`src/bwd_pkg.sv`:
```
`default_nettype none

package bwd_pkg;

  // register indexes, taken from paddr[4:2]
  localparam logic [2:0] REG_USE_PRIOR   = 3'd0;
  localparam logic [2:0] REG_TOP_FIELD   = 3'd1;
  localparam logic [2:0] REG_WIDE        = 3'd2;
  localparam logic [2:0] REG_FRAME_WIDTH = 3'd3;
  localparam logic [2:0] REG_FRAME_LINES = 3'd4;

  localparam logic [11:0] FRAME_WIDTH_RST = 12'd720;
  localparam logic [12:0] FRAME_LINES_RST = 13'd480;

  typedef struct packed {
    logic        use_prior_frame;
    logic        top_field;
    logic        wide_channels;
    logic [11:0] frame_width;
    logic [12:0] frame_lines;
  } cfg_t;

  // position of the word being accepted
  typedef struct packed {
    logic [11:0] line;
    logic [10:0] col;
    logic        eof;
    logic        rep;    // this line is replaced
    logic        prev;   // line above is replaced
  } pos_t;

  // item handed to the output stage
  typedef struct packed {
    logic [63:0] pix;
    logic [11:0] line;
    logic [10:0] col;
    logic        eof;
    logic        pair;   // emit interpolated pixel for line above first
  } item_t;

  typedef struct packed {
    logic s2_valid;
    logic pair_pending;
  } emit_stat_t;

endpackage

`default_nettype wire

```
`src/bwd_emit.sv`:
```
`default_nettype none

module bwd_emit (
  input  wire logic           clk,
  input  wire logic           rst_n,
  input  wire logic           wide,
  input  wire logic           ld_valid,
  input  wire bwd_pkg::item_t ld_item,
  input  wire logic [63:0]    above_pix,
  output logic                in_tready,
  output logic                out_tvalid,
  input  wire logic           out_tready,
  output logic [87:0]         out_tdata,
  output logic                out_tlast,
  output bwd_pkg::emit_stat_t stat
);

  logic            s2_v_r, s2_v_nxt;
  logic            first_r, first_nxt;
  bwd_pkg::item_t  s2_item_r;
  logic            out_v_r, out_v_nxt;
  logic [63:0]     o_pix_r, o_pix_nxt;
  logic [11:0]     o_line_r, o_line_nxt;
  logic [10:0]     o_col_r, o_col_nxt;
  logic            o_last_r, o_last_nxt;
  logic            out_free;
  logic            take;
  logic            s2_done;

  function automatic logic [63:0] avg_px(input logic [63:0] a, input logic [63:0] b,
                                         input logic w16);
    logic [63:0] r;
    logic [16:0] s16;
    logic [8:0]  s8;
    r = '0;
    if (w16) begin
      for (int i = 0; i < 4; i++) begin
        s16 = {1'b0, a[16*i +: 16]} + {1'b0, b[16*i +: 16]};
        r[16*i +: 16] = s16[16:1];
      end
    end else begin
      for (int i = 0; i < 3; i++) begin
        s8 = {1'b0, a[8*i +: 8]} + {1'b0, b[8*i +: 8]};
        r[8*i +: 8] = s8[8:1];
      end
      r[31:24] = 8'hFF;
    end
    return r;
  endfunction

  assign out_free  = !out_v_r || out_tready;
  assign take      = s2_v_r && out_free;
  assign s2_done   = take && !first_r;
  assign in_tready = !s2_v_r || s2_done;

  always_comb begin
    s2_v_nxt  = s2_v_r;
    first_nxt = first_r;
    if (ld_valid) begin
      s2_v_nxt  = 1'b1;
      first_nxt = ld_item.pair;
    end else if (s2_done) begin
      s2_v_nxt = 1'b0;
    end else if (take) begin
      first_nxt = 1'b0;
    end
    out_v_nxt = take ? 1'b1 : (out_tready ? 1'b0 : out_v_r);
  end

  // interpolated word for the line above goes out ahead of the word itself
  always_comb begin
    o_pix_nxt  = o_pix_r;
    o_line_nxt = o_line_r;
    o_col_nxt  = o_col_r;
    o_last_nxt = o_last_r;
    if (take) begin
      o_col_nxt = s2_item_r.col;
      if (first_r) begin
        o_pix_nxt  = avg_px(above_pix, s2_item_r.pix, wide);
        o_line_nxt = s2_item_r.line - 12'd1;
        o_last_nxt = 1'b0;
      end else begin
        o_pix_nxt  = s2_item_r.pix;
        o_line_nxt = s2_item_r.line;
        o_last_nxt = s2_item_r.eof;
      end
    end
  end

  always_ff @(posedge clk) begin
    if (!rst_n) begin
      s2_v_r  <= 1'b0;
      first_r <= 1'b0;
      out_v_r <= 1'b0;
    end else begin
      s2_v_r  <= s2_v_nxt;
      first_r <= first_nxt;
      out_v_r <= out_v_nxt;
    end
  end

  always_ff @(posedge clk) begin
    if (ld_valid) begin
      s2_item_r <= ld_item;
    end
    o_pix_r  <= o_pix_nxt;
    o_line_r <= o_line_nxt;
    o_col_r  <= o_col_nxt;
    o_last_r <= o_last_nxt;
  end

  assign out_tvalid        = out_v_r;
  assign out_tdata         = {1'b0, o_col_r, o_line_r, o_pix_r};
  assign out_tlast         = o_last_r;
  assign stat.s2_valid     = s2_v_r;
  assign stat.pair_pending = first_r;

endmodule

`default_nettype wire

```
`config.mk`:
```
export PLATFORM = sky130hd
export DESIGN_NAME = bwd_emit
export DESIGN_NICKNAME = d
export VERILOG_FILES = /design/src/bwd_pkg.sv /design/src/bwd_emit.sv
export SDC_FILE = /design/constraint.sdc
export NUM_CORES = 1
export LEC_CHECK = 0
export ABC_AREA = 1
export BUFFER_PORTS_ARGS = -buffer_cell sky130_fd_sc_hd__buf_2
export CORE_MARGIN = 5
export CORE_UTILIZATION = 50
export DETAILED_ROUTE_END_ITERATION = 16
export PLACE_DENSITY = 0.85
export SLEW_MARGIN = 5
export SYNTH_ARGS = -nofsm -noshare
export SYNTH_HDL_FRONTEND = slang
export SYNTH_SLANG_ARGS = --single-unit
export TNS_END_PERCENT = 30
```
`constraint.sdc`:
```
create_clock -name clk -period 3.6 [get_ports clk]
set_clock_uncertainty 0.1 [all_clocks]
set_input_delay 0.54 -clock clk [delete_from_list [all_inputs] [get_ports clk]]
set_output_delay 0.54 -clock clk [all_outputs]
set_load 0.01 [all_outputs]
```
==> impl_metrics.json <==
{
  "wirelength_microns": 25200,
  "cts_sinks": 179,
  "ys_seq_elements": 179,
  "syn_to_final_growth_pct": 22.2,
  "ant_nets": 0,
  "clockRootBuffer": "clkbuf_16",
  "start_kind": "flop",
  "die_y_microns": 149,
  "yosysWarnings": 0,
  "endpoint": "in_tready",
  "die_area_sq_um": 22200,
  "cp.arrival_ps": 1870,
  "setup_tns_ps": 0,
  "syn_inst": 1007,
  "crit_required_ps": 2960,
  "finalCritPeriodShare_pct": 69.9,
  "antenna_found_initial": 1,
  "numPortBuffers": 249,
  "synth_area_per_cell_sq_um": 9.62,
  "rsz0062_at_grt": "false",
  "seq_area_frac_synth_pct": 55.2,
  "insertion_delay_ps": 440,
  "period_needed_ps": 2510,
  "drv_slew": 0,
  "timing.rr.start": "first_r",
  "clk_pin_slew_ps": 80,
  "drc": 0,
  "final_common_cell": "nand2_1",
  "setup_violations": 0,
  "crit_fanout": 16,
  "antenna-diode-count": 0,
  "p_switching_w": 0.00164,
  "worst_pin_slew_ps": 948,
  "p_per_area_nw_per_um2": 464,
  "tritoncts": "yes",
  "status": "completed",
  "maxCapViolations": 0,
  "ys_top_cells_by_area": "edfxtp_1, nand2_1, ha_1",
  "async_reset_ff_share_pct": 0,
  "rrSetupSlack_ps": 1300,
  "grt_max_degree": 67,
  "dp.cells": 1512,
  "grt_pass1_wl_microns": 39000,
  "rr_endpoint": "o_pix_r[24]",
  "grt_pass1_vias": 7972,
  "postCtsHoldBufs": 0,
  "combPwrFrac_pct": 19.9,
  "p_leak_nw": 5.48,
  "postCtsSetupBuffers": 0,
  "criticalPathCategory": "reg2out",
  "grt_overflow": 0,
  "synth_edf_count": 176,
  "worstHoldPathType": "in2reg",
  "vias": 8048,
  "maxSlewHeadroom_pct": 36.7,
  "clkPwrFrac_pct": 33.2,
  "switching_share_pct": 29.9,
  "synth.largest_area_cell": "edfxtp_1",
  "layout_common_cells": "nand2_1, buf_2, edfxtp_1",
  "vias_per_cell": 5.21,
  "initial_core_util_pct": 50.2,
  "hold_viol": 0,
  "dieWidth_microns": 149,
  "syn_area_sq_um": 9680,
  "ys_types": 40,
  "htreeDepth": 4,
  "nNetsFinal": 1490,
  "ioPinCount": 251,
  "place_congestion": 0.922,
  "dr.pass1.iters": 7,
  "synth_top_area_share_pct": 54.6,
  "clock_path_buffers": 2,
  "grt_use_total_pct": 22.4,
  "drive_gt1_share_pct": 24.9,
  "final_cells": 1544,
  "power_frac_seq_pct": 46.9,
  "ir_drop_mv": 0.282,
  "core_sq_um": 19300,
  "syn-num-nets": 1231,
  "critPathLaunch": "first_r",
  "cts_resized": 0,
  "synth_top_flop_cell": "edfxtp_1",
  "worst-r2r-cell-count": 5,
  "wl_per_cell_microns": 16.3,
  "nFillCells": 1573,
  "row_count": 51,
  "fmax_mhz": 398,
  "intPower_w": 0.00385,
  "cts-buffers-inserted": 17,
  "critPathCaptureType": "output pin",
  "drtIter0Drc": 493,
  "dp_hpwl_microns": 19200
}
==> synthesized netlist by cell type, drive strengths merged (4+ instances only) <==
cell type / instances
nand2: 287
edfxtp: 176
inv: 105
nor2: 75
a21oi: 73
o21ai: 65
nand3: 63
ha: 61
nor3: 14
xnor2: 12
xor2: 11
a21o: 9
clkbuf: 9
buf: 8
fa: 5
or2: 5
o31ai: 4
==> metal layers <==
metal  part of all wire [%]  global-route usage (%)  routed length [microns]  vias to the layer above
met5                  0.052                       0                       13                        -
met4                    2.3                    7.14                      575                        2
met3                    7.4                    5.50                     1880                       43
met2                     51                    39.3                    12800                      344
met1                     39                    27.1                     9890                     3699
li1                       -                       -                        -                     3960
==> sequential cells by signal (all words and copies together) (netlist names) <==
name and count:
s2_item_r 88, o_pix_r 64, o_col_r 11, out_tvalid 1, first_r 1, o_line_r 12, out_tlast 1, s2_v_r 1
==> cell type report <==
class	instances	area (sq um)	share of cell area [%]
clock buffers	19	443	3.74
multi-input cells	706	3860	32.7
repair buffers	257	1310	11.1
inverters	105	395	3.34
clock inverters	13	143	1.21
flip-flops and latches	179	5350	45.2
well taps	265	332	2.80
==> cell families after synthesis <==
kind of cell	share of synthesized area (%)
fa+ha+maj	8.92
buf+inv	4.91
flops	55.2
xor+xnor	2.08
simple gates	19.5
compound gates	9.32
other cells	0.0387
==> metrics by stage <==
stage / power (W) / hold WS (ps) / instance area, sq um / setup WS, ps / utilization [%]
final: 0.00549 / 169 / 11800 / 1090 / 61.4
after detailed placement: 0.00370 / 305 / 11200 / 1130 / 58.3
after global placement: 0.00367 / 300 / 11200 / 1200 / 58.3
after global routing: 0.00577 / 147 / 11800 / 919 / 61.4
after floorplan: 0.00331 / 300 / 9680 / 630 / -
after CTS: 0.00552 / 150 / 11800 / 1080 / 61.4
==> worst min-delay path by stage <==
stage | to | slack, ps | from | depth (start not counted)
after floorplan | o_col_r[0] | 300 | s2_item_r[2] | 0
after global placement | o_col_r[5] | 300 | s2_item_r[7] | 0
after detailed placement | o_col_r[2] | 300 | s2_item_r[4] | 0
after CTS | s2_item_r[34] | 150 | ld_item[34] | 1
after global routing | s2_item_r[11] | 150 | ld_item[11] | 1
final | s2_item_r[34] | 170 | ld_item[34] | 1
==> power by group through the flow <==
stage                     clock network [W]  logic (W)  registers [W]
after floorplan                           0   0.000673        0.00264
after CTS                           0.00186    0.00109        0.00257
after global routing                0.00196    0.00123        0.00259
after global placement                    0    0.00105        0.00261
after detailed placement                  0    0.00108        0.00262
final                               0.00183    0.00109        0.00257
==> worst max-delay path, stage by stage, from the launching register on <==
cell and delay [ps]:
dfxtp_1 710, buf_4 380, o21ai_0 170, buf_2 170
Power figures use the tool's default switching activity.
