**src/bwd_pkg.sv**
```systemverilog
`default_nettype none

package bwd_pkg;

  // register indexes, taken from paddr[4:2]
  localparam logic [2:0] REG_USE_PRIOR   = 3'd0;
  localparam logic [2:0] REG_TOP_FIELD   = 3'd1;
  localparam logic [2:0] REG_WIDE        = 3'd2;
  localparam logic [2:0] REG_FRAME_WIDTH = 3'd3;
  localparam logic [2:0] REG_FRAME_LINES = 3'd4;

  localparam logic [11:0] FRAME_WIDTH_RST = 12'd720;
  localparam logic [12:0] FRAME_LINES_RST = 13'd480;

  typedef struct packed {
    logic        use_prior_frame;
    logic        top_field;
    logic        wide_channels;
    logic [11:0] frame_width;
    logic [12:0] frame_lines;
  } cfg_t;

  // position of the word being accepted
  typedef struct packed {
    logic [11:0] line;
    logic [10:0] col;
    logic        eof;
    logic        rep;    // this line is replaced
    logic        prev;   // line above is replaced
  } pos_t;

  // item handed to the output stage
  typedef struct packed {
    logic [63:0] pix;
    logic [11:0] line;
    logic [10:0] col;
    logic        eof;
    logic        pair;   // emit interpolated pixel for line above first
  } item_t;

  typedef struct packed {
    logic s2_valid;
    logic pair_pending;
  } emit_stat_t;

endpackage

`default_nettype wire

```
**src/bwd_regs.sv**
```systemverilog
`default_nettype none

module bwd_regs (
  input  wire logic          clk,
  input  wire logic          rst_n,
  input  wire logic          cfg_psel,
  input  wire logic          cfg_penable,
  input  wire logic          cfg_pwrite,
  input  wire logic [4:0]    cfg_paddr,
  input  wire logic [31:0]   cfg_pwdata,
  output logic      [31:0]   cfg_prdata,
  output logic               cfg_pready,
  output bwd_pkg::cfg_t      cfg
);

  bwd_pkg::cfg_t cfg_r;
  bwd_pkg::cfg_t cfg_nxt;
  logic          wr_en;
  logic [2:0]    idx;

  assign cfg_pready = 1'b1;
  assign wr_en      = cfg_psel & cfg_penable & cfg_pwrite & cfg_pready;
  assign idx        = cfg_paddr[4:2];
  assign cfg        = cfg_r;

  always_comb begin
    cfg_nxt = cfg_r;
    if (wr_en) begin
      unique case (idx)
        bwd_pkg::REG_USE_PRIOR:   cfg_nxt.use_prior_frame = cfg_pwdata[0];
        bwd_pkg::REG_TOP_FIELD:   cfg_nxt.top_field       = cfg_pwdata[0];
        bwd_pkg::REG_WIDE:        cfg_nxt.wide_channels   = cfg_pwdata[0];
        bwd_pkg::REG_FRAME_WIDTH: cfg_nxt.frame_width     = cfg_pwdata[11:0];
        bwd_pkg::REG_FRAME_LINES: cfg_nxt.frame_lines     = cfg_pwdata[12:0];
        default: ;
      endcase
    end
  end

  always_comb begin
    unique case (idx)
      bwd_pkg::REG_USE_PRIOR:   cfg_prdata = {31'd0, cfg_r.use_prior_frame};
      bwd_pkg::REG_TOP_FIELD:   cfg_prdata = {31'd0, cfg_r.top_field};
      bwd_pkg::REG_WIDE:        cfg_prdata = {31'd0, cfg_r.wide_channels};
      bwd_pkg::REG_FRAME_WIDTH: cfg_prdata = {20'd0, cfg_r.frame_width};
      bwd_pkg::REG_FRAME_LINES: cfg_prdata = {19'd0, cfg_r.frame_lines};
      default:                  cfg_prdata = 32'd0;
    endcase
  end

  always_ff @(posedge clk) begin
    if (!rst_n) begin
      cfg_r.use_prior_frame <= 1'b0;
      cfg_r.top_field       <= 1'b1;
      cfg_r.wide_channels   <= 1'b0;
      cfg_r.frame_width     <= bwd_pkg::FRAME_WIDTH_RST;
      cfg_r.frame_lines     <= bwd_pkg::FRAME_LINES_RST;
    end else begin
      cfg_r <= cfg_nxt;
    end
  end

endmodule

`default_nettype wire

```
**config.mk**
```make
export PLATFORM = sky130hd
export DESIGN_NAME = bwd_regs
export DESIGN_NICKNAME = d
export VERILOG_FILES = /design/src/bwd_pkg.sv /design/src/bwd_regs.sv
export SDC_FILE = /design/constraint.sdc
export NUM_CORES = 1
export LEC_CHECK = 0
export ABC_AREA = 1
export BUFFER_PORTS_ARGS = -buffer_cell sky130_fd_sc_hd__buf_2
export CAP_MARGIN = 30
export CELL_PAD_IN_SITES_DETAIL_PLACEMENT = 0
export CELL_PAD_IN_SITES_GLOBAL_PLACEMENT = 2
export CORE_ASPECT_RATIO = 2
export CORE_MARGIN = 4
export CORE_UTILIZATION = 21
export CTS_BUF_LIST = sky130_fd_sc_hd__clkbuf_16
export DETAILED_ROUTE_END_ITERATION = 8
export PLACE_DENSITY = 0.81
export SETUP_SLACK_MARGIN = 0.1
export SYNTH_ARGS = -nofsm -noshare
export SYNTH_HDL_FRONTEND = slang
export SYNTH_SLANG_ARGS = --single-unit
```
**constraint.sdc**
```tcl
create_clock -name clk -period 1.35 [get_ports clk]
set_input_delay 0.2025 -clock clk [delete_from_list [all_inputs] [get_ports clk]]
set_output_delay 0.2025 -clock clk [all_outputs]
set_load 0.005 [all_outputs]
```
==> Flow_metrics.wiki, run 1 <==
{| class="wikitable"
! Metric !! Value
|-
| Critical Path Most Common Cell || sky130_fd_sc_hd__nand2_1
|-
| Clk root buf || sky130_fd_sc_hd__clkbuf_16
|-
| HP Class || input port to flip-flop
|-
| Cell count after synthesis || 238
|-
| Final design area excluding fillers || ~2100 µm²
|-
| Min Clock Period, post-route || 1.23 ns
|-
| Relative slew margins || 64.1%
|-
| Iteration count of the initial detailed-routing pass || 4
|-
| Effective utilization at floorplan || 21.5%
|-
| Count of buffer and inverter cells on the critical path || 1
|-
| CP startpoint || cfg[13]
|-
| Filler instances || about 850
|-
| CP peak stage delay || 0.32 ns
|-
| Worst-path clk slew || 0.07 ns
|-
| Antenna-violating nets left || 0
|-
| Top Family by Delay on Critical Path || simple AND/OR/NAND/NOR gates
|-
| Final Max Tran Viols || 0
|-
| Type of the setup path with the least slack || flip-flop to primary output
|-
| Met3 routed WL || 236 µm
|-
| Via count of the first global-routing pass || 1409
|-
| Total wire length after detailed routing || roughly 4.5 mm
|-
| Setup crit start kind || flip-flop
|-
| Ports || between 100 and 150
|-
| Floorplan die height || 130 µm
|-
| Yosys warning total || 0
|-
| TNS Setup || 0 ns
|-
| Cells taking the most area after synthesis || sky130_fd_sc_hd__dfxtp_1, sky130_fd_sc_hd__nand2_1, sky130_fd_sc_hd__buf_4, sky130_fd_sc_hd__nor2_1, sky130_fd_sc_hd__nand3_1
|-
| Number of cells on the worst hold path || 3
|-
| Number of DRC markers in iteration 0 || 65
|-
| Pin count of the biggest net entering global routing || 29
|-
| Critical-path cell with the highest stage delay || sky130_fd_sc_hd__dfxtp_2
|-
| Count of buffers inserted at the top-level ports || 61
|-
| Uppermost signal routing layer after detailed routing || met4
|-
| Result of the run || finished, final reports clean
|-
| Reg2reg start || cfg[27]
|-
| Final #Nets || 351
|-
| Area share of the largest cell type after synthesis || 36.1%
|-
| Total die area || 8920 µm²
|-
| Buffer levels on the longest clock path || 2
|-
| Clock network latency to the later pin of the worst-skew pair || about 0.26 ns
|-
| Number of unique standard cell types used by synthesis || 18
|-
| H-tree lvl count || 1
|-
| Via count of the routed design || roughly 1600
|-
| Post-synth top area cell || sky130_fd_sc_hd__dfxtp_1
|-
| Crit path DAT || 1.03 ns
|-
| Avg Vias per Cell || around 4
|-
| FMAX || 0.811 GHz
|-
| Floorplan die width || 68.8 µm
|-
| Detail Route met2 WL || 2.68 mm
|-
| Max Cap Viol || 0
|-
| Worst slew pin tran || about 0.54 ns
|-
| Data required time at the worst endpoint || 1.15 ns
|-
| Number of placement rows || 44
|-
| Worst hold slack || ~0.16 ns
|-
| Element type at the critical path end || primary output
|-
| Hold Startpoint || cfg_pwdata[5]
|-
| Overall global routing resource usage || 10.4%
|-
| Final RePlAce weighted congestion || 0.709
|-
| Area of the placeable core || 7210 µm²
|-
| Fraction of the yosys area taken by sequential cells || between 30% and 40%
|-
| R2r worst-path depth || 3
|-
| Setup-violating endpoint count in the final report || 0
|-
| Relative area change from synthesis to final layout || 34.9%
|-
| Leak || 1.13 nW
|-
| Clk sink count || 28
|-
| Critical Path, Cell by Cell || nand4_1 > nand2_1 > nor2_1 > nand2_1 > buf_2
|-
| Wire length per cell after detailed routing || 11.4 µm
|-
| Initial antenna violation count || 0
|-
| Period Utilization, post-route || 91.3%
|-
| First-pass GRT wire length || 6.82 mm
|-
| Flip-flop count of the largest register after layout || 28
|-
| Peak supply drop || about 0.41 mV
|-
| Unrepaired setup endpoints after global routing || yes
|-
| Antenna Cells || 0
|-
| Remaining global-route overflow || 0
|-
| Dpl hpwl || 3.53 mm
|-
| M1 WL || 1.54 mm
|-
| Hold Vio Cnt, Final || 0
|-
| Number of hold buffers added after cts || 0
|-
| Cell area after placement || 1940 µm²
|-
| Synthesis-stage register bit count || 28
|-
| Crit path max fanout || 2
|-
| Summed instance area of the synthesized netlist || approximately 1600 µm²
|-
| Depth of the critical timing path with buffers and inverters included || 5
|-
| DRC violation count after routing || 0
|-
| Share of post-route cells with drive strength above 1 || between 30 and 40%
|-
| Average cell area after synthesis || 6.53 µm²
|-
| P per Cell Area || 839 nW/µm²
|-
| Worst clock skew on the final layout || 0 ns
|-
| TritonCTS clock tree || built
|-
| Clock buffers created by TritonCTS || 3
|}
-- routing by layer --
metal  vias to the layer above  GRT usage (%)
li1                        821              -
met1                       693           10.4
met2                        44           20.3
met3                         4           1.13
met4                         0           4.48
met5                         -              0
-- power breakdown --
part / switching, mW / internal [mW] / leakage, nW / total [mW]
registers: 0.00767 / 0.837 / 0.227 / 0.844
clock network: 0.289 / 0.398 / 0.0385 / 0.687
logic: 0.134 / 0.0942 / 0.861 / 0.228
total: 0.430 / 1.33 / 1.13 / 1.76
-- stage by stage --
step	setup WS (ns)	util, %	total power [mW]	cells
floorplan	0.412	-	1.02	256
global placement	0.0137	26.9	1.08	388
detailed placement	0.00235	26.9	1.08	388
CTS	0.103	28.7	1.79	396
global route	0.0551	29.1	1.85	400
finish	0.117	29.1	1.76	400
-- repair_timing --
item                       in CTS  in global routing
buffers inserted                4                  3
gates cloned                    0                  1
pin swaps                       2                  3
setup endpoints to repair       8                 11
resized for setup              10                  2
hold endpoints to repair        0                  0
-- area by class of cell --
| class | count | area (µm²) | share of cell area [%] |
|---|---|---|---|
| multi-input cells | 180 | 768 | 36.6 |
| clock buffers | 3 | 75.1 | 3.58 |
| clock inverters | 1 | 3.75 | 0.179 |
| inverters | 18 | 70.1 | 3.34 |
| flip-flops and latches | 28 | 566 | 27.0 |
| well taps | 92 | 115 | 5.49 |
| repair buffers | 78 | 499 | 23.8 |
-- cells by family (layout without fill, tap and decap cells) --
kind of cell / count (synthesis) / count (layout) / synth area share, %
and+or+nand+nor: 157 / 157 / 43.2
DFF: 28 / 28 / 36.1
buffers and inverters: 48 / 100 / 19.3
other: 2 / 20 / 0.483
AOI/OAI and AO/OA: 3 / 3 / 0.966
-- layout by cell type (no fill, tap or decap), types with 2 or more instances in the layout --
cell,count
sky130_fd_sc_hd__nand2_1,83
sky130_fd_sc_hd__nand3_1,23
sky130_fd_sc_hd__conb_1,20
sky130_fd_sc_hd__nor2_2,3
sky130_fd_sc_hd__dfxtp_2,4
sky130_fd_sc_hd__buf_12,5
sky130_fd_sc_hd__inv_1,14
sky130_fd_sc_hd__nand4_1,2
sky130_fd_sc_hd__clkbuf_16,3
sky130_fd_sc_hd__nor2_1,39
sky130_fd_sc_hd__inv_2,3
sky130_fd_sc_hd__a21oi_1,2
sky130_fd_sc_hd__nor2_4,3
sky130_fd_sc_hd__dfxtp_1,24
sky130_fd_sc_hd__nand2_2,2
sky130_fd_sc_hd__buf_2,61
sky130_fd_sc_hd__buf_4,11
-- final timing paths --
path | slack (ns) | endpoint
setup / recovery | 0.12 | cfg_prdata[0]
hold / removal | 0.16 | cfg[5]
setup reg to reg | 0.64 | cfg[27]
hold reg to reg | 0.48 | cfg[5]
-- worst reg2reg max path, delay by kind of cell (launching register included) --
family          cells  cell delay, ns
flops               1            0.32
buf+inv             1            0.12
simple gates        1            0.05
compound gates      1            0.11
-- cells in the mapped netlist (all sizes together) --
cell,instances
inv,18
dfxtp,28
nor2,45
a21oi,2
nand2,85
nand3,25
buf,30
o21ai,1
conb,2
nand4,2
No activity file was read; power rests on OpenSTA's default activity.
==> inputs of run 2 (changes only) <==
--- a/config.mk
+++ b/config.mk
@@ -14,5 +14,5 @@
 export CORE_MARGIN = 4
 export CORE_UTILIZATION = 21
-export CTS_BUF_LIST = sky130_fd_sc_hd__clkbuf_16
+export CTS_BUF_LIST = sky130_fd_sc_hd__clkbuf_4 sky130_fd_sc_hd__clkbuf_8 sky130_fd_sc_hd__clkbuf_16
 export DETAILED_ROUTE_END_ITERATION = 8
 export PLACE_DENSITY = 0.81
==> constraint.sdc (replaced) <==
create_clock -name clk -period 1.35 [get_ports clk]
set_input_delay 0.27 -clock clk [delete_from_list [all_inputs] [get_ports clk]]
set_output_delay 0.27 -clock clk [all_outputs]
set_load 0.005 [all_outputs]
==> Flow_metrics.wiki, run 2 (same netlist as run 1, synthesis figures left out) <==
{| class="wikitable"
! Metric !! Value
|-
| Worst hold slack || 0.231 ns
|-
| Worst reg2reg path endpoint || cfg[27]
|-
| Clock network fraction of design power || between 30 and 40%
|-
| Overall global routing resource usage || 10.9%
|-
| Clk root buf || sky130_fd_sc_hd__clkbuf_16
|-
| Min Clock Period, post-route || 1.28 ns
|-
| Floorplan die width || 68.8 µm
|-
| Clock buffers created by TritonCTS || 3
|-
| Number of hold buffers added after cts || 0
|-
| Number of placement rows || 44
|-
| Remaining global-route overflow || 0
|-
| CP startpoint || cfg_paddr[3]
|-
| Worst setup slack before clock tree synthesis || -0.0817 ns
|-
| Flip-flop count of the largest register after layout || 28
|-
| Share of post-route cells with drive strength above 1 || 37.8%
|-
| H-tree lvl count || 1
|-
| Ports || around 100
|-
| Total area of sequential cells || 566 µm²
|-
| Most frequent standard cell in the layout excluding fill and tap cells || sky130_fd_sc_hd__nand2_1
|-
| Wire length per cell after detailed routing || 11.7 µm
|-
| Pin count of the biggest net entering global routing || 29
|-
| Relative area change from synthesis to final layout || 47.3%
|-
| Switching power || 0.441 mW
|-
| Final design area excluding fillers || 2290 µm²
|-
| Leak || about 1.2 nW
|-
| Int Power || about 1.4 mW
|-
| Total wire length after detailed routing || 4.81 mm
|-
| Type of the setup path with the least slack || input port to primary output
|-
| Period Utilization, post-route || a little over nine tenths
|-
| Reg2reg start || cfg[27]
|-
| First-pass GRT wire length || 7.09 mm
|-
| Final Max Tran Viols || 0
|-
| P per Cell Area || between 700 and 800 nW/µm²
|-
| Combinational share of power || 15.6%
|-
| FMAX || 0.782 GHz
|-
| Initial antenna violation count || 0
|-
| Most used cells in the layout excluding fill and tap cells || sky130_fd_sc_hd__nand2_1, sky130_fd_sc_hd__buf_2, sky130_fd_sc_hd__nor2_1, sky130_fd_sc_hd__dfxtp_1
|-
| Number of cells on the worst hold path || 3
|-
| Total die area || 8920 µm²
|-
| Setup crit start kind || input port
|-
| Final RePlAce weighted congestion || 0.734
|-
| Switching portion of total power || between 20% and 30%
|-
| Max Cap Viol || 0
|-
| Antenna-violating nets left || 0
|-
| Peak supply drop || 0.391 mV
|-
| Clk sink count || 28
|-
| Number of DRC markers in iteration 0 || 36
|-
| Effective utilization at floorplan || 21.5%
|-
| Via count of the first global-routing pass || 1424
|-
| HP Class || input port to flip-flop
|-
| Unrepaired setup endpoints after global routing || yes
|-
| Critical Path, Cell by Cell || buf_8 > buf_6 > nand3_2 > inv_4 > buf_12 > nand2_2 > nand2_2 > buf_2
|-
| Hold Vio Cnt, Final || 0
|-
| Antenna Cells || 0
|-
| Reg-to-reg slack, setup || 0.63 ns
|-
| Iteration count of the initial detailed-routing pass || 4
|-
| DRC violation count after routing || 0
|-
| Via count of the routed design || 1626
|-
| Worst clock skew on the final layout || 0 ns
|-
| Result of the run || finished, final reports clean
|-
| CP peak stage delay || approximately 0.12 ns
|-
| Final #Nets || 364
|-
| Share of total power in sequential cells || 46.8%
|-
| TNS Setup || 0 ns
|-
| R2r worst-path depth || 3
|-
| Buffer levels on the longest clock path || 2
|-
| Setup ws final || 0.0718 ns
|-
| Data required time at the worst endpoint || between 1 and 1.5 ns
|-
| Worst-path clk slew || 0.07 ns
|-
| Setup-violating endpoint count in the final report || 0
|-
| Element type at the critical path end || primary output
|-
| Floorplan die height || 130 µm
|-
| Filler instances || 833
|-
| Multi-input combinational cell area || 808 µm²
|-
| Count of buffer and inverter cells on the critical path || 5
|-
| Critical-path cell with the highest stage delay || sky130_fd_sc_hd__buf_12
|-
| Avg Vias per Cell || 3.95
|-
| Clock network latency to the later pin of the worst-skew pair || around 0.26 ns
|-
| Crit path DAT || 1.01 ns
|-
| Sum of internal, switching and leakage power || 1.80 mW
|-
| Hold Startpoint || cfg_pwdata[7]
|-
| Area of the placeable core || 7210 µm²
|-
| Top Family by Delay on Critical Path || buffers and inverters
|-
| Crit path max fanout || 6
|-
| Hold Crit Endpoint || cfg[20]
|-
| TritonCTS clock tree || built
|-
| Dpl hpwl || about 3.7 mm
|-
| Critical Path Most Common Cell || sky130_fd_sc_hd__nand2_2
|-
| Cell area after placement || 2010 µm²
|-
| Count of buffers inserted at the top-level ports || 61
|}
[run 2: changes by cell type in the layout (fill, tap and decap cells not counted), moves of 2 or more]
cell,before,now
sky130_fd_sc_hd__buf_4,11,22
sky130_fd_sc_hd__nand2_1,83,76
sky130_fd_sc_hd__buf_2,61,58
sky130_fd_sc_hd__buf_6,1,3
sky130_fd_sc_hd__nand2_4,0,2
sky130_fd_sc_hd__buf_8,0,3
sky130_fd_sc_hd__inv_2,3,0
sky130_fd_sc_hd__inv_6,0,2
sky130_fd_sc_hd__nand2_2,2,7
[run 2: worst max-delay path by stage]
stage,cells past startpoint,endpoint,slack (ns)
2_1_floorplan,6,cfg_prdata[10],0.28
3_3_place_gp,8,cfg_prdata[8],-0.07
3_5_place_dp,8,cfg_prdata[8],-0.08
4_1_cts,5,cfg_prdata[0],0.05
5_1_grt,8,cfg_prdata[3],0.02
6_report,8,cfg_prdata[10],0.07
[run 2: worst reg2reg max path, cell delays in order, from the launching register on]
cell and delay [ns]:
sky130_fd_sc_hd__dfxtp_2 0.32, sky130_fd_sc_hd__buf_4 0.13, sky130_fd_sc_hd__a21oi_1 0.11, sky130_fd_sc_hd__nor2_1 0.05
[run 2: what timing repair did]
| item | CTS | global route |
|---|---|---|
| cloned | 2 | 0 |
| gates resized for setup | 33 | 7 |
| endpoints found under the setup margin | 13 | 13 |
| pin swaps | 9 | 1 |
| buffers inserted | 8 | 0 |
[run 2: power by group through the flow]
stage,registers [mW],clock network (mW),logic (mW)
CTS,0.845,0.711,0.279
global placement,0.864,0,0.234
finish,0.845,0.677,0.282
floorplan,0.864,0,0.155
detailed placement,0.864,0,0.235
global route,0.846,0.739,0.311
[run 2: area by class of cell]
cell class	instances	area share (%)
Tap cell	92	5.03
Sequential cell	28	24.7
Clock buffer	3	3.28
Multi-Input combinational cell	180	35.3
Inverter	18	3.61
Timing Repair Buffer	91	28.0
[run 2: through the flow]
stage	utilization [%]	instances
floorplan	-	256
global placement	27.9	399
detailed placement	27.9	399
CTS	31.4	412
global route	31.7	412
finish	31.7	412
[run 2: routing by layer]
layer	up-vias	GRT usage [%]	routed length, µm
met4	0	5.17	106
met1	727	10.5	1640
met3	5	0.954	231
met5	-	0	0
li1	848	-	-
met2	46	21.6	2840
