===== src/bwd_pkg.sv =====
`default_nettype none

package bwd_pkg;

  // register indexes, taken from paddr[4:2]
  localparam logic [2:0] REG_USE_PRIOR   = 3'd0;
  localparam logic [2:0] REG_TOP_FIELD   = 3'd1;
  localparam logic [2:0] REG_WIDE        = 3'd2;
  localparam logic [2:0] REG_FRAME_WIDTH = 3'd3;
  localparam logic [2:0] REG_FRAME_LINES = 3'd4;

  localparam logic [11:0] FRAME_WIDTH_RST = 12'd720;
  localparam logic [12:0] FRAME_LINES_RST = 13'd480;

  typedef struct packed {
    logic        use_prior_frame;
    logic        top_field;
    logic        wide_channels;
    logic [11:0] frame_width;
    logic [12:0] frame_lines;
  } cfg_t;

  // position of the word being accepted
  typedef struct packed {
    logic [11:0] line;
    logic [10:0] col;
    logic        eof;
    logic        rep;    // this line is replaced
    logic        prev;   // line above is replaced
  } pos_t;

  // item handed to the output stage
  typedef struct packed {
    logic [63:0] pix;
    logic [11:0] line;
    logic [10:0] col;
    logic        eof;
    logic        pair;   // emit interpolated pixel for line above first
  } item_t;

  typedef struct packed {
    logic s2_valid;
    logic pair_pending;
  } emit_stat_t;

endpackage

`default_nettype wire


===== src/bwd_position.sv =====
`default_nettype none

module bwd_position #(
  parameter int MAX_WIDTH = 2048,
  parameter int MAX_LINES = 4096
) (
  input  wire logic                         clk,
  input  wire logic                         rst_n,
  input  wire bwd_pkg::cfg_t                cfg,
  input  wire logic                         adv,
  output bwd_pkg::pos_t                     pos,
  output logic [$clog2(MAX_WIDTH)-1:0]      col_idx
);

  localparam int CW = $clog2(MAX_WIDTH);
  localparam int LW = $clog2(MAX_LINES);
  localparam int EW = $clog2(MAX_WIDTH + 1);
  localparam int EL = $clog2(MAX_LINES + 1);

  logic [CW-1:0] col_cnt_r;
  logic [LW-1:0] line_cnt_r;
  logic [CW-1:0] col_cnt_nxt;
  logic [LW-1:0] line_cnt_nxt;

  logic [EW-1:0] eff_w;
  logic [EL-1:0] eff_l;
  logic [CW-1:0] col_c;
  logic [LW-1:0] line_c;
  logic [EW-1:0] col_inc;
  logic [EL-1:0] line_inc;
  logic [1:0]    start;

  function automatic logic is_rep(input logic [EL-1:0] ln, input logic [1:0] st,
                                  input logic [EL-1:0] lim);
    return (ln >= EL'(st)) && ((ln + EL'(1)) < lim) && (ln[0] == st[0]);
  endfunction

  // clamp frame size to 1..MAX_WIDTH and 2..MAX_LINES
  always_comb begin
    if (cfg.frame_width == 12'd0) begin
      eff_w = EW'(1);
    end else if (32'(cfg.frame_width) > 32'(MAX_WIDTH)) begin
      eff_w = EW'(MAX_WIDTH);
    end else begin
      eff_w = EW'(cfg.frame_width);
    end
    if (32'(cfg.frame_lines) < 32'd2) begin
      eff_l = EL'(2);
    end else if (32'(cfg.frame_lines) > 32'(MAX_LINES)) begin
      eff_l = EL'(MAX_LINES);
    end else begin
      eff_l = EL'(cfg.frame_lines);
    end
  end

  // a position past a shrunk frame wraps to zero
  assign col_c    = (EW'(col_cnt_r) >= eff_w) ? '0 : col_cnt_r;
  assign line_c   = (EL'(line_cnt_r) >= eff_l) ? '0 : line_cnt_r;
  assign col_inc  = EW'(col_c) + EW'(1);
  assign line_inc = EL'(line_c) + EL'(1);

  assign start = cfg.top_field ? 2'd1 : (cfg.use_prior_frame ? 2'd0 : 2'd2);

  always_comb begin
    pos.line = 12'(line_c);
    pos.col  = 11'(col_c);
    pos.eof  = (line_inc == eff_l) && (col_inc == eff_w);
    pos.rep  = is_rep(EL'(line_c), start, eff_l);
    pos.prev = (line_c != '0) && is_rep(EL'(line_c) - EL'(1), start, eff_l);
  end

  assign col_idx = col_c;

  always_comb begin
    col_cnt_nxt  = col_cnt_r;
    line_cnt_nxt = line_cnt_r;
    if (adv) begin
      if (col_inc >= eff_w) begin
        col_cnt_nxt  = '0;
        line_cnt_nxt = (line_inc >= eff_l) ? '0 : LW'(line_inc);
      end else begin
        col_cnt_nxt  = CW'(col_inc);
        line_cnt_nxt = line_c;
      end
    end
  end

  always_ff @(posedge clk) begin
    if (!rst_n) begin
      col_cnt_r  <= '0;
      line_cnt_r <= '0;
    end else begin
      col_cnt_r  <= col_cnt_nxt;
      line_cnt_r <= line_cnt_nxt;
    end
  end

endmodule

`default_nettype wire


===== config.mk =====
export PLATFORM = sky130hd
export DESIGN_NAME = bwd_position
export DESIGN_NICKNAME = d
export VERILOG_FILES = /design/src/bwd_pkg.sv /design/src/bwd_position.sv
export SDC_FILE = /design/constraint.sdc
export NUM_CORES = 1
export LEC_CHECK = 0
export BUFFER_PORTS_ARGS = -buffer_cell sky130_fd_sc_hd__buf_2
export CAP_MARGIN = 20
export CELL_PAD_IN_SITES_DETAIL_PLACEMENT = 1
export CELL_PAD_IN_SITES_GLOBAL_PLACEMENT = 1
export CORE_MARGIN = 3
export CORE_UTILIZATION = 42
export DETAILED_ROUTE_END_ITERATION = 7
export GPL_ROUTABILITY_DRIVEN = 0
export PLACE_DENSITY = 0.8
export REMOVE_ABC_BUFFERS = 1
export SLEW_MARGIN = 30
export SYNTH_ARGS = -nofsm -noshare
export SYNTH_HDL_FRONTEND = slang
export SYNTH_SLANG_ARGS = --single-unit

===== constraint.sdc =====
create_clock -name clk -period 7.12 [get_ports clk]
set_input_delay 0.356 -clock clk [delete_from_list [all_inputs] [get_ports clk]]
set_output_delay 0.356 -clock clk [all_outputs]
set_load 0.01 [all_outputs]

==> results.cfg, run 1 <==
[hold_path]
hold-path-endpoint = col_cnt_r[0]
hp-class = in -> reg
whs_path_depth = 2
min-delay-start = adv

[worst_setup_path]
crit_required_ns = 6.76
reg2reg_from = col_cnt_r[0]
rrSetupSlack_ns = 1.13
critPathCaptureType = output pin
worstSetupStartpointType = input port
r2r-end = line_cnt_r[0]
path_class = in -> out
cp.arrival_ns = 6.30
critPathMaxFanout = 15
worst_r2r_path_depth = 24

[final_layout]
drive_above_1_share_pct = 16.7
syn2layout_area_growth_pct = 10.7
final_common_cell = ha_1
mostFrequentLayoutCells = ha_1 (68), buf_2 (66), nor2_1 (52)
antennaDiodeCount = 0
final_core_util_pct = 49.5
fin_nets = 650

[route]
drc = 0
via_per_inst = 6.16
first_iter_violations = 278
wl_per_cell_um = 19.4
ant_nets = 0
vias = 4035
finalWirelength_mm = 12.7
dr.pass1.iters = 5

[sta]
rsz0062_at_grt = no
setup_viol = 0
relSlewSlack_pct = 36.8
finalSetupTns_ns = 0
min_period_over_period_pct = 93.5
worst_slew_pin_slew_ns = 0.942
drv_slew = 0
fin_hold_ws_ns = 0.417
finClkSkew_ns = 0.00353
hold_viol = 0
timing.fmax_mhz = 150
worst_slack_ns = 0.461
min_period_ns = 6.66

[cts]
cts_max_level = 1
clock_sinks = 23
cts_tree = done
cts_resized = 0
cts_buffers = 3
holdBufCountCts = 0
post-cts-setup-buffers = 0
root_buffer = clkbuf_8
clk_latency_ns = 0.28
clk_path_buf_depth = 2
clk_pin_slew_ns = 0.09

[floorplanning]
row_count = 33
dieArea_mm2 = 0.0102
dieHeight_um = 101
core_mm2 = 0.00846
die_w_um = 101
ioPinCount = 68
start_util_pct = 44.7

[place]
io_buffers = 66
pre_cts_ws_ns = 0.355
dp_hpwl_mm = 10.3

[grt]
grt_pass1_vias = 4115
grt_max_degree = 21
antenna_found_initial = 0
grt_util_all_layers_pct = 25.5
grt_pass1_wl_mm = 21.0
grt-ovfl-total = 0

[power_and_ir_drop]
power.density_mw_per_mm2 = 83.3
ir_worst_vdd_mv = 0.0555
p_leak_nw = 2.11
p_total_mw = 0.349

[synthesis]
async_flop_share_pct = 0
syn_inst = 507
synth_cell_type_count = 60
ys_warn_count = 0
ys.flop_type = dfxtp_1
syn_area_per_cell_um2 = 7.46
synth_seq_area_share_pct = 12.2
ys_seq_elements = 23
synth-edff-count = 0
synth_area_mm2 = 0.00378

[status]
status = completed

[job]
drv_cap = 0
==> synthesized netlist by cell type (all sizes together) (2+ instances only) <==
master    n  area share, %
a22oi     9            1.8
nand3b    2           0.40
or3       4           0.79
a311oi    2           0.93
a211oi    4           0.93
nor3     13            2.0
a21oi    19            2.5
a31oi     4           0.66
nor4b     2           0.46
and3     12            2.0
nand2    47            4.7
xor2     15            3.5
ha       68             23
nor4      9            1.7
nand2b    9            1.5
or2       2           0.33
o21a      7            1.4
nor2     52            5.2
nor2b     6           0.99
or4       5           0.99
a32oi     2           0.46
a32o      5            1.3
clkinv    2           0.20
buf      17            2.9
inv      18            1.8
a31o      2           0.46
a221oi    3           0.86
a21o     12            2.4
o21ai    20            2.6
o31ai     3           0.60
a2111oi   4           0.93
nand4    14            2.3
xnor2    15            3.5
o2111ai   2           0.46
clkbuf   19            1.9
o41ai     2           0.46
o211ai    8            1.6
nand3    13            1.7
and2     21            3.5
dfxtp    23             12
==> worst max-delay path by stage <==
| stage | startpoint | endpoint | slack, ns |
|---|---|---|---|
| after global placement | cfg[4] | pos[0] | 0.61 |
| after global routing | cfg[6] | pos[0] | 0.06 |
| final | cfg[6] | pos[0] | 0.46 |
| after detailed placement | cfg[6] | pos[0] | 0.36 |
| after CTS | cfg[6] | pos[0] | 0.35 |
| after floorplan | cfg[4] | pos[0] | 0.78 |
==> registers in the layout, summed over array words and instances (netlist names) <==
register    flops
col_cnt_r      11
line_cnt_r     12
==> kinds of logic (layout without fill, tap and decap cells) <==
logic type               Yosys count  after routing  share of synthesized area, %
flip-flops                        23             23                          12.2
adder cells (fa/ha/maj)           68             68                          22.5
buffers and inverters             56             99                          6.75
XOR/XNOR                          30             30                          6.95
AO/OA/AOI/OAI                    114            114                          22.0
AND/OR/NAND/NOR                  216            216                          29.6
==> final cells by class <==
type                            count  area (um^2)
Tap cell                          105          131
Sequential cell                    23          460
Clock buffer                        3         41.3
Multi-Input combinational cell    428         3080
Timing Repair Buffer               75          398
Inverter                           20         75.1
Fill cell                        1100         4280
Clock inverter                      1         5.00
==> worst max-delay path: stages <==
cell       delay, ns
buf_2           0.11
nor4_1          0.28
nand3_1         0.18
o21ai_2         0.30
nand2_1         0.18
ha_1            0.32
a211oi_1        0.21
o21ai_1         0.11
a221oi_2        0.45
o21a_1          0.31
nand2_1         0.14
ha_1            0.25
buf_4           0.21
inv_1           0.25
and3_1          0.21
o211ai_1        0.09
o211a_1         0.14
a211oi_2        0.45
and4_1          0.28
nor3_1          0.06
ha_1            0.32
a21oi_1         0.17
o21ai_0         0.09
a2111oi_0       0.44
o41ai_1         0.16
nor2_1          0.11
buf_2           0.14
==> routing by layer <==
metal / GRT usage (%) / up-vias / part of all wire [%]
li1: - / 1940 / -
met4: 3.21 / 0 / 0.61
met3: 2.70 / 6 / 4.7
met2: 41.5 / 90 / 45
met1: 37.1 / 1999 / 49
met5: 0 / - / 0
==> metrics by stage <==
stage,instances,instance area (um^2)
3_3_place_gp,651,4130
5_1_grt,655,4190
6_report,655,4190
2_1_floorplan,471,3600
4_1_cts,655,4180
3_5_place_dp,651,4130
==> where the power goes <==
group / internal (mW) / switching [mW] / total [mW]
sequential: 0.130 / 0.00180 / 0.132
combinational: 0.0512 / 0.0770 / 0.128
clock: 0.0393 / 0.0495 / 0.0888
total: 0.220 / 0.128 / 0.349
Note: power is estimated with default switching activity, not from simulation.
==> run 2, diff against run 1 <==
Settings changed: PLACE_DENSITY 0.8 to not set, PLACE_DENSITY_LB_ADDON set to 0.1.
==> results.cfg, run 2 (same netlist as run 1, synthesis figures left out) <==
[power_and_ir_drop]
power.density_mw_per_mm2 = 80.6
pwr-share-seq_pct = 38.8
p_int_mw = 0.221
p_leak_nw = 2.12
netSwitchingFraction_pct = 34.9
power.switching_mw = 0.118
ir_worst_vdd_mv = 0.0615
pwr-share-clk_pct = 24.2
combPwrFrac_pct = 37.0

[worst_setup_path]
worstSetupStartpointType = input port
rrSetupSlack_ns = 1.13
critPathMaxFanout = 15
cp.arrival_ns = 6.14
crit_required_ns = 6.76
worst_r2r_path_depth = 22
reg2reg_from = col_cnt_r[0]
path_class = in -> out
startpoint = cfg[4]
critPathCaptureType = output pin
r2r-end = line_cnt_r[2]
setup.worst_path.end = pos[0]

[sta]
relSlewSlack_pct = 37.5
worst_slew_pin_slew_ns = 0.931
fin_hold_ws_ns = 0.463
finalSetupTns_ns = 0
rsz0062_at_grt = no
min_period_over_period_pct = 91.2
min_period_ns = 6.49
hold_viol = 0
setup_viol = 0
drv_slew = 0
finClkSkew_ns = 0.00711
timing.fmax_mhz = 154

[route]
dr.pass1.iters = 4
via_per_inst = 6.06
first_iter_violations = 175
finalWirelength_mm = 12.4
wl_per_cell_um = 18.8
ant_nets = 0
vias = 3979
drc = 0

[final_layout]
drive_above_1_share_pct = 16.8
fin_nets = 652
syn2layout_area_growth_pct = 11.4
antennaDiodeCount = 0
largest_reg_flops = 12
max_flop_register = line_cnt_r
top_regs = line_cnt_r x12, col_cnt_r x11
final_common_cell = ha_1
instances_no_fill = 657
mostFrequentLayoutCells = ha_1 (68), buf_2 (66), nor2_1 (52)

[cts]
clk_latency_ns = 0.27
clk_path_buf_depth = 2
root_buffer = clkbuf_8
cts_buffers = 3
clk_pin_slew_ns = 0.08
post-cts-setup-buffers = 0
cts_tree = done
clock_sinks = 23
cts_max_level = 1

[floorplanning]
row_count = 33
dieHeight_um = 101
die_w_um = 101
ioPinCount = 68
dieArea_mm2 = 0.0102
core_mm2 = 0.00846
start_util_pct = 44.7

[grt]
grt_max_degree = 23
antenna_found_initial = 0
grt_util_all_layers_pct = 24.2
grt-ovfl-total = 0
grt_pass1_vias = 3868
grt_pass1_wl_mm = 20.0

[hold_path]
whs_path_depth = 2
hp-class = in -> reg

[place]
io_buffers = 66
dp_hpwl_mm = 10.0
dp.cells = 653

[job]
drv_cap = 0

[status]
status = completed
-- run 2: worst min-delay path by stage --
stage,from,to
2_1_floorplan,adv,col_cnt_r[0]
3_3_place_gp,col_cnt_r[9],col_cnt_r[9]
3_5_place_dp,col_cnt_r[9],col_cnt_r[9]
4_1_cts,adv,col_cnt_r[0]
5_1_grt,adv,col_cnt_r[0]
6_report,adv,col_cnt_r[0]
-- run 2: timing repair --
| action | in CTS | in global routing |
|---|---|---|
| hold buffers | 0 | 0 |
| gates resized for setup | 0 | 3 |
| setup endpoints to repair | 0 | 1 |
-- run 2: per-stage QoR --
stage / power, mW / instance area, um^2 / setup slack, ns / util, %
4_1_cts: 0.340 / 4190 / 0.417 / 49.5
2_1_floorplan: 0.213 / 3600 / 0.778 / -
5_1_grt: 0.364 / 4210 / 0.0724 / 49.8
3_5_place_dp: 0.258 / 4150 / 0.458 / 49.0
6_report: 0.339 / 4210 / 0.628 / 49.8
3_3_place_gp: 0.252 / 4150 / 0.556 / 49.0
-- run 2: final cells by class --
cell class | instances | area (um^2)
inverter | 20 | 75.1
timing repair buffer | 77 | 413
fill | 1120 | 4250
clock buffer | 4 | 45.0
tap | 105 | 131
multi-input combinational | 428 | 3090
sequential | 23 | 460
-- run 2: power by group through the flow --
stage	Sequential (mW)	Clock, mW	Combinational (mW)
4_1_cts	0.132	0.0845	0.124
3_3_place_gp	0.135	0	0.117
5_1_grt	0.132	0.0906	0.141
2_1_floorplan	0.134	0	0.0792
6_report	0.132	0.0821	0.125
3_5_place_dp	0.135	0	0.123
-- run 2: routing by layer --
metal | up-vias | GRT usage [%] | share of wire (%) | wire length, um
met2 | 74 | 37.0 | 45 | 5550
met3 | 9 | 2.28 | 3.8 | 466
met1 | 1950 | 37.5 | 51 | 6270
met5 | - | 0 | 0 | 0
li1 | 1946 | - | - | -
met4 | 0 | 2.90 | 0.66 | 82
-- run 2: worst max-delay path, cell delays in order --
cell       delay (ns)
buf_2            0.11
nor4_1           0.26
nand3_1          0.17
o21ai_2          0.30
nand2_1          0.17
ha_1             0.32
a211oi_1         0.22
o21ai_1          0.15
a221oi_4         0.39
o21a_1           0.22
nand2_1          0.11
ha_1             0.25
buf_4            0.21
inv_1            0.23
and3_1           0.19
o211ai_1         0.08
o211a_1          0.14
a211oi_2         0.42
nor2_1           0.12
nor3_1           0.27
ha_1             0.32
a21oi_1          0.15
o21ai_0          0.08
a2111oi_0        0.46
o41ai_1          0.20
nor2_1           0.11
buf_2            0.13
==> run 3, diff against run 2 <==
Settings changed: CORE_MARGIN 3 to not set, RECOVER_POWER set to 25.
==> results.cfg, run 3 (same netlist as run 1, synthesis figures left out) <==
[place]
pre_cts_ws_ns = 0.313
dp_hpwl_mm = 9.84
io_buffers = 66
dp.cells = 656

[route]
vias = 3948
ant_nets = 0
wl_per_cell_um = 18.5
dr.pass1.iters = 4
drc = 0
first_iter_violations = 200
finalWirelength_mm = 12.2
via_per_inst = 5.98

[hold_path]
whs_path_depth = 2
hp-class = in -> reg
hold-path-endpoint = col_cnt_r[0]
min-delay-start = adv

[sta]
timing.fmax_mhz = 152
min_period_ns = 6.56
worst_slew_pin_slew_ns = 0.986
relSlewSlack_pct = 34.3
finClkSkew_ns = 0.00771
drv_slew = 0
finalSetupTns_ns = 0
setup_viol = 0
worst_slack_ns = 0.558
min_period_over_period_pct = 92.2
rsz0062_at_grt = no
hold_viol = 0

[floorplanning]
dieArea_mm2 = 0.00939
ioPinCount = 68
dieHeight_um = 96.9
row_count = 34
die_w_um = 96.9
start_util_pct = 43.4
core_mm2 = 0.00872

[final_layout]
fin_nets = 652
antennaDiodeCount = 0
instances_no_fill = 660
largest_reg_flops = 12
mostFrequentLayoutCells = ha_1 (68), buf_2 (60), nor2_1 (52)
top_regs = line_cnt_r x12, col_cnt_r x11
drive_above_1_share_pct = 15.4
final_core_util_pct = 48.1
max_flop_register = line_cnt_r
syn2layout_area_growth_pct = 10.9
final_common_cell = ha_1

[power_and_ir_drop]
ir_worst_vdd_mv = 0.0613
power.density_mw_per_mm2 = 82.9
p_leak_nw = 2.09

[worst_setup_path]
r2r-end = line_cnt_r[8]
critPathMaxFanout = 12
cp_slowest_cell = o21ai_1
worst_r2r_path_depth = 24
cp_top_family = compound AO/OA/AOI/OAI gates
path_buf_inv = 2
reg2reg_from = col_cnt_r[0]
cp_num_cells = 27
path_class = in -> reg
rrSetupSlack_ns = 1.05
cp.arrival_ns = 6.77
critPathCaptureType = flip-flop
critical_path.max_stage_delay_ns = 0.74
worstSetupStartpointType = input port
crit_required_ns = 7.33

[grt]
top_usage_layer = met1
grt.met2_usage_pct = 40.5
use_met1_pct = 42.1
grt_pass1_wl_mm = 20.8
grt_util_all_layers_pct = 27.2
grt_pass1_vias = 3889
grt_max_degree = 23
use_met3_pct = 2.96
antenna_found_initial = 1
grt-ovfl-total = 0

[cts]
clock_sinks = 23
post-cts-setup-buffers = 0
cts_buffers = 3
clk_latency_ns = 0.28
clk_pin_slew_ns = 0.10
root_buffer = clkbuf_8
cts_tree = done
cts_max_level = 1
clk_path_buf_depth = 2

[status]
status = completed

[job]
drv_cap = 0
-- run 3: cell types whose count changed in the layout (fill, tap and decap cells not counted), moves of 2 or more --
cell,change
and2_0,+2
and2_1,-2
buf_4,-2
clkbuf_1,+7
buf_2,-6
-- run 3: what timing repair did --
item,in CTS,in global routing
resized for setup,0,2
endpoints found under the setup margin,0,1
hold buffers,0,0
-- run 3: cell type report --
type,count,area (um^2)
Clock buffer,3,41.3
Tap cell,108,135
Inverter,20,75.1
Fill cell,1116,4530
Clock inverter,1,5.00
Multi-Input combinational cell,428,3080
Sequential cell,23,460
Timing Repair Buffer,77,398
-- run 3: how the worst max path moves through the flow --
stage | from | to | slack (ns)
2_1_floorplan | cfg[4] | pos[0] | 0.78
3_3_place_gp | cfg[20] | line_cnt_r[2] | 0.54
3_5_place_dp | cfg[4] | pos[0] | 0.31
4_1_cts | cfg[4] | pos[0] | 0.30
5_1_grt | cfg[4] | pos[0] | 0.05
6_report | cfg[20] | line_cnt_r[8] | 0.56
-- run 3: power breakdown --
part,switching (mW),internal [mW]
registers,0.00182,0.130
clock network,0.0520,0.0394
logic,0.0736,0.0507
total,0.127,0.220
-- run 3: routing by layer --
metal | routed length [um] | vias to the layer above
li1 | - | 1943
met1 | 6300 | 1892
met2 | 5250 | 102
met3 | 609 | 9
met4 | 59 | 2
met5 | 13 | -
-- run 3: through the flow --
stage / area (um^2) / hold slack, ns / total power, mW
floorplan: 3600 / 0.462 / 0.213
global placement: 4150 / 0.539 / 0.252
detailed placement: 4150 / 0.561 / 0.258
CTS: 4200 / 0.406 / 0.349
global route: 4190 / 0.441 / 0.369
finish: 4190 / 0.418 / 0.347
